$ cat config.mk
export PLATFORM = sky130hd
export DESIGN_NAME = curve_decay_peak_hold
export DESIGN_NICKNAME = d
export VERILOG_FILES = /design/src/rtl/core/cdph_pkg.sv /design/src/rtl/core/cdph_ctrl.sv /design/src/rtl/core/cdph_datapath.sv /design/src/rtl/core/curve_decay_peak_hold.sv
export SDC_FILE = /design/constraint.sdc
export NUM_CORES = 2
export LEC_CHECK = 0
export ABC_AREA = 0
export BUFFER_PORTS_ARGS = -buffer_cell sky130_fd_sc_hd__buf_4
export CORE_MARGIN = 10
export CORE_UTILIZATION = 45
export DETAILED_ROUTE_END_ITERATION = 7
export GPL_TIMING_DRIVEN = 0
export SYNTH_ARGS = -nofsm -noshare
export SYNTH_HDL_FRONTEND = slang
export SYNTH_SLANG_ARGS = --single-unit
export TNS_END_PERCENT = 50
$ cat constraint.sdc
create_clock -name aclk -period 8.69 [get_ports aclk]
set_clock_uncertainty 0.15 [all_clocks]
set_input_delay 0 -clock aclk [delete_from_list [all_inputs] [get_ports aclk]]
set_output_delay 0 -clock aclk [all_outputs]
set_load 0.05 [all_outputs]
$ cat src/rtl/core/cdph_pkg.sv
// Shared constants, types and state encoding for the decay-curve peak hold block.
`timescale 1ns / 1ps
package cdph_pkg;

    localparam int FRAME_DEPTH = 64;
    localparam int CURVE_DEPTH = 32;
    localparam int SAMPLE_BITS = 16;

    localparam int FRAME_AW   = $clog2(FRAME_DEPTH);
    localparam int COUNT_W    = FRAME_AW + 1;
    localparam int CURVE_AW   = 5;
    localparam int LEN_W      = 6;
    localparam int FACTOR_W   = 17;
    localparam int PRODUCT_W  = SAMPLE_BITS + FACTOR_W;

    localparam logic [FACTOR_W-1:0]    UNITY      = 17'h10000;
    localparam logic [SAMPLE_BITS-1:0] SAMPLE_MAX = {SAMPLE_BITS{1'b1}};

    localparam logic FUNC_CURVE  = 1'b0;
    localparam logic FUNC_SAMPLE = 1'b1;

    localparam logic REG_CURVE_LENGTH = 1'b0;

    typedef enum logic [2:0] {
        ST_IDLE,
        ST_FWD_RD,
        ST_FWD_EV,
        ST_BWD_RD,
        ST_BWD_EV,
        ST_EMIT_RD,
        ST_EMIT_OUT
    } cdph_state_t;

    typedef struct packed {
        logic take;
        logic pass_init;
        logic bwd_init;
        logic eval;
        logic pos_inc;
        logic pos_dec;
        logic emit_init;
        logic emit_load;
        logic frame_done;
    } cdph_cmd_t;

    typedef struct packed {
        logic pos_last;
        logic pos_zero;
        logic out_free;
    } cdph_status_t;

endpackage

$ cat src/rtl/core/cdph_ctrl.sv
// Sequencer for loading, forward pass, backward pass and frame emission.
`timescale 1ns / 1ps
module cdph_ctrl (
    input  logic                  aclk,
    input  logic                  aresetn,
    input  logic                  s_valid,
    input  logic                  s_func,
    input  logic                  s_last,
    output logic                  s_ready,
    input  cdph_pkg::cdph_status_t status,
    output cdph_pkg::cdph_cmd_t    cmd
);
    import cdph_pkg::*;

    cdph_state_t state_reg;
    cdph_state_t state_next;
    logic        trigger;

    assign trigger = s_valid && (s_func == FUNC_SAMPLE) && s_last;

    always_ff @(posedge aclk) begin
        if (!aresetn) begin
            state_reg <= ST_IDLE;
        end else begin
            state_reg <= state_next;
        end
    end

    always_comb begin
        state_next = state_reg;
        unique case (state_reg)
            ST_IDLE: begin
                if (trigger) state_next = ST_FWD_RD;
            end
            ST_FWD_RD:  state_next = ST_FWD_EV;
            ST_FWD_EV: begin
                state_next = status.pos_last ? ST_BWD_RD : ST_FWD_RD;
            end
            ST_BWD_RD:  state_next = ST_BWD_EV;
            ST_BWD_EV: begin
                state_next = status.pos_zero ? ST_EMIT_RD : ST_BWD_RD;
            end
            ST_EMIT_RD: state_next = ST_EMIT_OUT;
            ST_EMIT_OUT: begin
                if (status.out_free) begin
                    state_next = status.pos_last ? ST_IDLE : ST_EMIT_RD;
                end
            end
            default:    state_next = ST_IDLE;
        endcase
    end

    always_comb begin
        cmd     = '0;
        s_ready = 1'b0;
        unique case (state_reg)
            ST_IDLE: begin
                s_ready       = 1'b1;
                cmd.take      = s_valid;
                cmd.pass_init = trigger;
            end
            ST_FWD_EV: begin
                cmd.eval     = 1'b1;
                cmd.pos_inc  = !status.pos_last;
                cmd.bwd_init = status.pos_last;
            end
            ST_BWD_EV: begin
                cmd.eval      = 1'b1;
                cmd.pos_dec   = !status.pos_zero;
                cmd.emit_init = status.pos_zero;
            end
            ST_EMIT_OUT: begin
                cmd.emit_load  = status.out_free;
                cmd.pos_inc    = status.out_free && !status.pos_last;
                cmd.frame_done = status.out_free && status.pos_last;
            end
            default: begin
                cmd = '0;
            end
        endcase
    end

endmodule

$ cat src/rtl/core/cdph_datapath.sv
// Sample memory, curve store, held peak, decay multiplier and output register.
`timescale 1ns / 1ps
module cdph_datapath (
    input  logic                                   aclk,
    input  logic                                   aresetn,
    input  cdph_pkg::cdph_cmd_t                    cmd,
    output cdph_pkg::cdph_status_t                 status,
    input  logic                                   s_func,
    input  logic [4:0]                             s_index,
    input  logic [16:0]                            s_value,
    input  logic [5:0]                             active_len,
    output logic [cdph_pkg::SAMPLE_BITS-1:0]       m_level,
    output logic                                   m_last_out,
    output logic                                   m_valid,
    input  logic                                   m_ready
);
    import cdph_pkg::*;

    logic [SAMPLE_BITS-1:0] sample_mem [FRAME_DEPTH];
    logic [SAMPLE_BITS-1:0] rdata_reg;

    logic [FACTOR_W-1:0]    curve_reg [CURVE_DEPTH];
    logic [COUNT_W-1:0]     count_reg;
    logic [FRAME_AW-1:0]    pos_reg;
    logic [SAMPLE_BITS-1:0] peak_reg;
    logic [LEN_W-1:0]       dp_reg;
    logic [SAMPLE_BITS-1:0] fall_reg;

    logic [SAMPLE_BITS-1:0] level_reg;
    logic                   last_out_reg;
    logic                   valid_reg;

    logic [SAMPLE_BITS-1:0] sample_in;
    logic [COUNT_W-1:0]     count_m1;
    logic [LEN_W-1:0]       curve_idx;
    logic [FACTOR_W-1:0]    factor;
    logic [PRODUCT_W-1:0]   product;
    logic                   keep;
    logic                   store_en;
    logic                   replace_en;

    assign sample_in = (s_value > {1'b0, SAMPLE_MAX}) ? SAMPLE_MAX
                                                      : s_value[SAMPLE_BITS-1:0];
    assign count_m1  = count_reg - COUNT_W'(1);

    // Curve is read from its end: entry len-1-dp.
    assign curve_idx = active_len - LEN_W'(1) - dp_reg;
    assign factor    = (curve_reg[curve_idx[CURVE_AW-1:0]] > UNITY) ? UNITY
                       : curve_reg[curve_idx[CURVE_AW-1:0]];
    assign product   = PRODUCT_W'(peak_reg) * PRODUCT_W'(factor);

    assign keep = (rdata_reg >= peak_reg) || (dp_reg >= active_len)
               || (rdata_reg >= fall_reg);

    assign store_en   = cmd.take && (s_func == FUNC_SAMPLE) && !count_reg[COUNT_W-1];
    assign replace_en = cmd.eval && !keep;

    always_ff @(posedge aclk) begin
        if (store_en) begin
            sample_mem[count_reg[FRAME_AW-1:0]] <= sample_in;
        end else if (replace_en) begin
            sample_mem[pos_reg] <= fall_reg;
        end
        rdata_reg <= sample_mem[pos_reg];
    end

    // Product is registered; peak and position hold during the read cycle.
    always_ff @(posedge aclk) begin
        fall_reg <= product[SAMPLE_BITS +: SAMPLE_BITS];
    end

    always_ff @(posedge aclk) begin
        if (!aresetn) begin
            for (int i = 0; i < CURVE_DEPTH; i++) begin
                curve_reg[i] <= '0;
            end
        end else if (cmd.take && (s_func == FUNC_CURVE)
                     && (32'(s_index) < CURVE_DEPTH)) begin
            curve_reg[s_index[CURVE_AW-1:0]] <= s_value;
        end
    end

    always_ff @(posedge aclk) begin
        if (!aresetn) begin
            count_reg <= '0;
            pos_reg   <= '0;
            peak_reg  <= '0;
            dp_reg    <= '0;
        end else begin
            if (cmd.frame_done) begin
                count_reg <= '0;
            end else if (store_en) begin
                count_reg <= count_reg + COUNT_W'(1);
            end

            if (cmd.pass_init || cmd.emit_init) begin
                pos_reg <= '0;
            end else if (cmd.bwd_init) begin
                pos_reg <= count_m1[FRAME_AW-1:0];
            end else if (cmd.pos_inc) begin
                pos_reg <= pos_reg + FRAME_AW'(1);
            end else if (cmd.pos_dec) begin
                pos_reg <= pos_reg - FRAME_AW'(1);
            end

            if (cmd.pass_init || cmd.bwd_init) begin
                peak_reg <= '0;
                dp_reg   <= '0;
            end else if (cmd.eval) begin
                if (keep) begin
                    peak_reg <= rdata_reg;
                    dp_reg   <= '0;
                end else begin
                    dp_reg <= dp_reg + LEN_W'(1);
                end
            end
        end
    end

    always_ff @(posedge aclk) begin
        if (!aresetn) begin
            valid_reg <= 1'b0;
        end else if (cmd.emit_load) begin
            valid_reg <= 1'b1;
        end else if (m_ready) begin
            valid_reg <= 1'b0;
        end
    end

    always_ff @(posedge aclk) begin
        if (cmd.emit_load) begin
            level_reg    <= rdata_reg;
            last_out_reg <= status.pos_last;
        end
    end

    assign status.pos_last = ({1'b0, pos_reg} == count_m1);
    assign status.pos_zero = (pos_reg == '0);
    assign status.out_free = !valid_reg || m_ready;

    assign m_level    = level_reg;
    assign m_last_out = last_out_reg;
    assign m_valid    = valid_reg;

endmodule

$ cat src/rtl/core/curve_decay_peak_hold.sv
// Top level of the decay-curve peak hold: register port, sequencer and datapath.
//
//   port      dir   handshake         payload
//   s_*       in    s_valid/s_ready   s_func, s_index, s_value, s_last
//   m_*       out   m_valid/m_ready   m_level, m_last_out
//   p*        cfg   psel/penable      paddr, pwdata, prdata (curve_length at 0x0)
//
// Curve words and non-final samples are taken while the sequencer is idle. A frame
// of n samples then goes through a forward pass, a backward pass and emission, each
// step set by the single-port sample memory with its registered read.
// Reset is synchronous, active low; the sample memory is not cleared.
// A stalled m_ready holds emission; input is refused until the frame is out.
`timescale 1ns / 1ps
module curve_decay_peak_hold (
    input  logic        aclk,
    input  logic        aresetn,
    input  logic        s_valid,
    output logic        s_ready,
    input  logic        s_func,
    input  logic [4:0]  s_index,
    input  logic [16:0] s_value,
    input  logic        s_last,
    output logic        m_valid,
    input  logic        m_ready,
    output logic [15:0] m_level,
    output logic        m_last_out,
    input  logic        psel,
    input  logic        penable,
    input  logic        pwrite,
    input  logic [2:0]  paddr,
    input  logic [31:0] pwdata,
    output logic [31:0] prdata,
    output logic        pready
);
    import cdph_pkg::*;

    cdph_cmd_t         cmd;
    cdph_status_t      status;
    logic [LEN_W-1:0]  curve_length_reg;
    logic [LEN_W-1:0]  active_len;
    logic              reg_sel;

    assign pready  = 1'b1;
    assign reg_sel = paddr[2];

    always_ff @(posedge aclk) begin
        if (!aresetn) begin
            curve_length_reg <= '0;
        end else if (psel && penable && pwrite && (reg_sel == REG_CURVE_LENGTH)) begin
            curve_length_reg <= pwdata[LEN_W-1:0];
        end
    end

    assign prdata = (reg_sel == REG_CURVE_LENGTH) ? {{(32-LEN_W){1'b0}}, curve_length_reg}
                                                  : '0;

    // Clamp the active length to the curve store depth.
    assign active_len = (32'(curve_length_reg) > CURVE_DEPTH) ? LEN_W'(CURVE_DEPTH)
                                                              : curve_length_reg;

    cdph_ctrl u_ctrl (
        .aclk    (aclk),
        .aresetn (aresetn),
        .s_valid (s_valid),
        .s_func  (s_func),
        .s_last  (s_last),
        .s_ready (s_ready),
        .status  (status),
        .cmd     (cmd)
    );

    cdph_datapath u_datapath (
        .aclk       (aclk),
        .aresetn    (aresetn),
        .cmd        (cmd),
        .status     (status),
        .s_func     (s_func),
        .s_index    (s_index),
        .s_value    (s_value),
        .active_len (active_len),
        .m_level    (m_level),
        .m_last_out (m_last_out),
        .m_valid    (m_valid),
        .m_ready    (m_ready)
    );

    a_no_overwrite: assert property (@(posedge aclk) disable iff (!aresetn)
        cmd.emit_load |-> (!m_valid || m_ready))
        else $error("result register loaded while a result is pending");

    a_busy_no_accept: assert property (@(posedge aclk) disable iff (!aresetn)
        (cmd.eval || cmd.emit_load) |-> !s_ready)
        else $error("input accepted during frame processing");

    a_start_on_last: assert property (@(posedge aclk) disable iff (!aresetn)
        cmd.pass_init |-> (s_valid && s_ready && (s_func == FUNC_SAMPLE) && s_last))
        else $error("pass started without a final sample");

    a_emit_after_last: assert property (@(posedge aclk) disable iff (!aresetn)
        (cmd.emit_load && status.pos_last) |=> (m_valid && m_last_out))
        else $error("final result not marked");

endmodule

==> impl_metrics.env <==
export IMPL_boundaryPins=118
export IMPL_hpwl_microns=152000
export IMPL_grt_overflow=0
export IMPL_finalSetupViolCount=12
export IMPL_port_buffers=60
export IMPL_final_common_cell="edfxtp_1"
export IMPL_via_per_inst=5.59
export IMPL_h_tree_depth=4
export IMPL_drc=0
export IMPL_cts_tree="yes"
export IMPL_antenna_found_initial=11
export IMPL_r2r_start="curve_length_reg[0]"
export IMPL_cts_buffers=172
export IMPL_routed_wl_microns=208000
export IMPL_track_usage=0.219
export IMPL_failed_checks="max-capacitance violations, max-slew violations, negative setup slack"
export IMPL_clockBufferDepth=3
export IMPL_finalCoreUtilization=0.528
export IMPL_path_common_cell="fa_1"
export IMPL_ant_nets=0
export IMPL_grt_busiest_layer="met2"
export IMPL_required_ns=9.21
export IMPL_final_nets=5512
export IMPL_rsz0062_at_grt="yes"
export IMPL_core_area_sq_um=172000
export IMPL_fp_row_count=152
export IMPL_reg2reg_slack_ns=-0.44
export IMPL_drt_first_pass_iters=6
export IMPL_irDropWorstVdd_uv=205
export IMPL_fmax_ghz=0.110
export IMPL_arrival_ns=9.65
export IMPL_outcome="finished, violations left"
export IMPL_avgSynthCellArea_sq_um=16.8
export IMPL_cap_viol_max_count=1
export IMPL_dp_slack_ns=-3.34
export IMPL_synth_edf_count=1585
export IMPL_fin_ws_ns=-0.438
export IMPL_total_power_mw=17.3
export IMPL_synth_seq_cells=1662
export IMPL_grt_first_pass_wirelength_microns=305000
export IMPL_fp_dieH_microns=435
export IMPL_clkTransAtPathRegs_ns=0.06
export IMPL_initial_core_util=0.452
export IMPL_cp_end_kind="flip-flop"
export IMPL_fin_crit_sh=1.05
export IMPL_yosysWarningCount=0
export IMPL_vias=42138
export IMPL_worstMarginPinSlew_ns=1.52
export IMPL_hold_viol=0
export IMPL_synthArstFlopShare=0
export IMPL_min_from="s_value[6]"
export IMPL_drive_gt1_frac=0.237
export IMPL_area_delta_synth_final_pct=16.9
export IMPL_hold_path_class="primary input to flip-flop"
export IMPL_rr_worst_depth=36
export IMPL_crit_fanout=10
export IMPL_min_period_ns=9.13
export IMPL_slew_viol_final=9
export IMPL_synthDistinctLibCells=74
export IMPL_grtUsageMet3=0.0311
export IMPL_start_kind="flip-flop"
export IMPL_grt_max_degree=45
export IMPL_die_x_microns=435
export IMPL_n_fill_cell=13862
export IMPL_drtIter0Drc=4203
export IMPL_slew_headroom=-0.0192
export IMPL_r2r_end="u_datapath.fall_reg[13]"
export IMPL_clock_latency_ns=0.81
export IMPL_ys_seq_area_frac=0.634
export IMPL_wl_per_cell_microns=27.6
export IMPL_gp_congestion=0.898
export IMPL_met1_usage=0.285
export IMPL_cpMaxStageDelayCell="fa_2"
export IMPL_synth_cells=4627
export IMPL_layout_common_cells="edfxtp_1, and2_1, mux4_2"
export IMPL_grt_pass1_vias=43613
export IMPL_slowest_delay_ns=0.71
export IMPL_grtUsageMet2=0.363
export IMPL_largest_reg_flops=1024
export IMPL_crit_type="flip-flop to flip-flop"
export IMPL_cts_root_buf="clkbuf_16"
export IMPL_synth_ff_type="edfxtp_1"
export IMPL_cts_sinks=1662
export IMPL_syn_area_sq_um=77500
export IMPL_hold_path_end="u_datapath.curve_reg[30][6]"
export IMPL_power_density_nw_per_um2=190
export IMPL_hold_depth=3
export IMPL_leakage_nw=31.7
export IMPL_dieArea_sq_um=189000
## report_power, final
group | switching (mW) | internal [mW] | total [mW]
combinational | 0.821 | 0.489 | 1.31
clock | 3.13 | 3.89 | 7.02
sequential | 0.0570 | 8.87 | 8.93
## cell usage after synthesis (3+ instances only)
library cell | number | area share
nand2_1 | 223 | 0.011
a21boi_0 | 7 | 0.00068
clkbuf_1 | 210 | 0.010
a31oi_1 | 4 | 0.00032
buf_2 | 34 | 0.0022
dfxtp_1 | 77 | 0.020
xor2_1 | 17 | 0.0019
nor2b_1 | 23 | 0.0019
mux2i_1 | 56 | 0.0072
nand3b_1 | 7 | 0.00068
and3b_1 | 4 | 0.00045
nor2_1 | 158 | 0.0076
a21o_1 | 27 | 0.0026
mux4_2 | 487 | 0.14
inv_1 | 297 | 0.014
or2_2 | 3 | 0.00024
xnor2_1 | 28 | 0.0032
buf_4 | 29 | 0.0028
nor4_1 | 12 | 0.00097
o21bai_1 | 5 | 0.00048
nand2b_1 | 13 | 0.0010
nand3_1 | 17 | 0.0011
nand4_1 | 16 | 0.0013
o31ai_1 | 5 | 0.00048
o21a_1 | 6 | 0.00058
and2_1 | 630 | 0.051
o22ai_1 | 4 | 0.00032
buf_1 | 35 | 0.0017
fa_1 | 208 | 0.054
ha_1 | 145 | 0.023
or3_1 | 5 | 0.00040
mux4_1 | 7 | 0.0024
a21oi_1 | 58 | 0.0037
nor3_1 | 35 | 0.0023
and3_1 | 14 | 0.0011
a211oi_1 | 6 | 0.00058
o21ai_0 | 80 | 0.0052
edfxtp_1 | 1585 | 0.61
## routing by layer
metal,wire length (microns),vias to the layer above
met2,102000,1493
met3,12300,380
met1,82400,22054
li1,-,18211
met5,0,-
met4,11000,0
## critical path: cells and delay by family, from the launching register on
kind	cells	cell delay [ns]
simple gates	7	1.01
buf+inv	8	1.04
flops	1	0.32
compound gates	9	1.54
fa+ha+maj	9	4.16
xor+xnor	1	0.13
mux	2	0.61
## layout make-up
cell class / count / area, sq um / share of cell area
antenna: 1 / 2.50 / 0.0000276
timing repair buffer: 268 / 3250 / 0.0359
sequential: 1662 / 49100 / 0.542
multi-input combinational: 2383 / 27200 / 0.300
inverter: 297 / 1120 / 0.0123
clock inverter: 95 / 823 / 0.00908
tap: 2310 / 2890 / 0.0319
buffer: 309 / 1740 / 0.0192
clock buffer: 217 / 4490 / 0.0496
## through the flow
step / instance area (sq um) / TNS (ns) / std cells / hold WS [ns]
after global routing: 90600 / -6.56 / 7541 / 0.0227
after detailed placement: 83300 / -47.36 / 7120 / 0.114
after CTS: 90400 / -3.87 / 7532 / 0.000722
after global placement: 81000 / -2974.06 / 7022 / 0.104
final: 90600 / -3.58 / 7542 / 0.0543
after floorplan: 77700 / 0 / 4652 / 0.0162
## repair_timing
item | in CTS | in global routing
pin swaps | 33 | 20
setup endpoints to repair | 16 | 16
setup buffers | 38 | 8
endpoints found under the hold margin | 1086 | 0
gates resized for setup | 191 | 47
hold buffers | 59 | 0
cloned | 4 | 1
## kinds of logic after synthesis
logic type	after synthesis	share of synthesized area
and+or+nand+nor	1170	0.0818
other	2	0.0000969
AOI/OAI and AO/OA	236	0.0191
buffers and inverters	607	0.0315
adders and majority gates	353	0.0771
xor gates and xnor gates	46	0.00544
DFF	1662	0.634
muxes	551	0.151
## worst max-delay path by stage
| stage | startpoint | to | cells past startpoint |
|---|---|---|---|
| 6_report | curve_length_reg[0] | u_datapath.fall_reg[13] | 36 |
| 3_5_place_dp | curve_length_reg[5] | u_datapath.fall_reg[15] | 34 |
| 4_1_cts | curve_length_reg[5] | u_datapath.fall_reg[13] | 33 |
| 2_1_floorplan | curve_length_reg[0] | u_datapath.fall_reg[8] | 33 |
| 5_1_grt | curve_length_reg[0] | u_datapath.fall_reg[13] | 36 |
| 3_3_place_gp | curve_length_reg[5] | u_datapath.fall_reg[15] | 34 |
(Power assumes the default switching activity.)
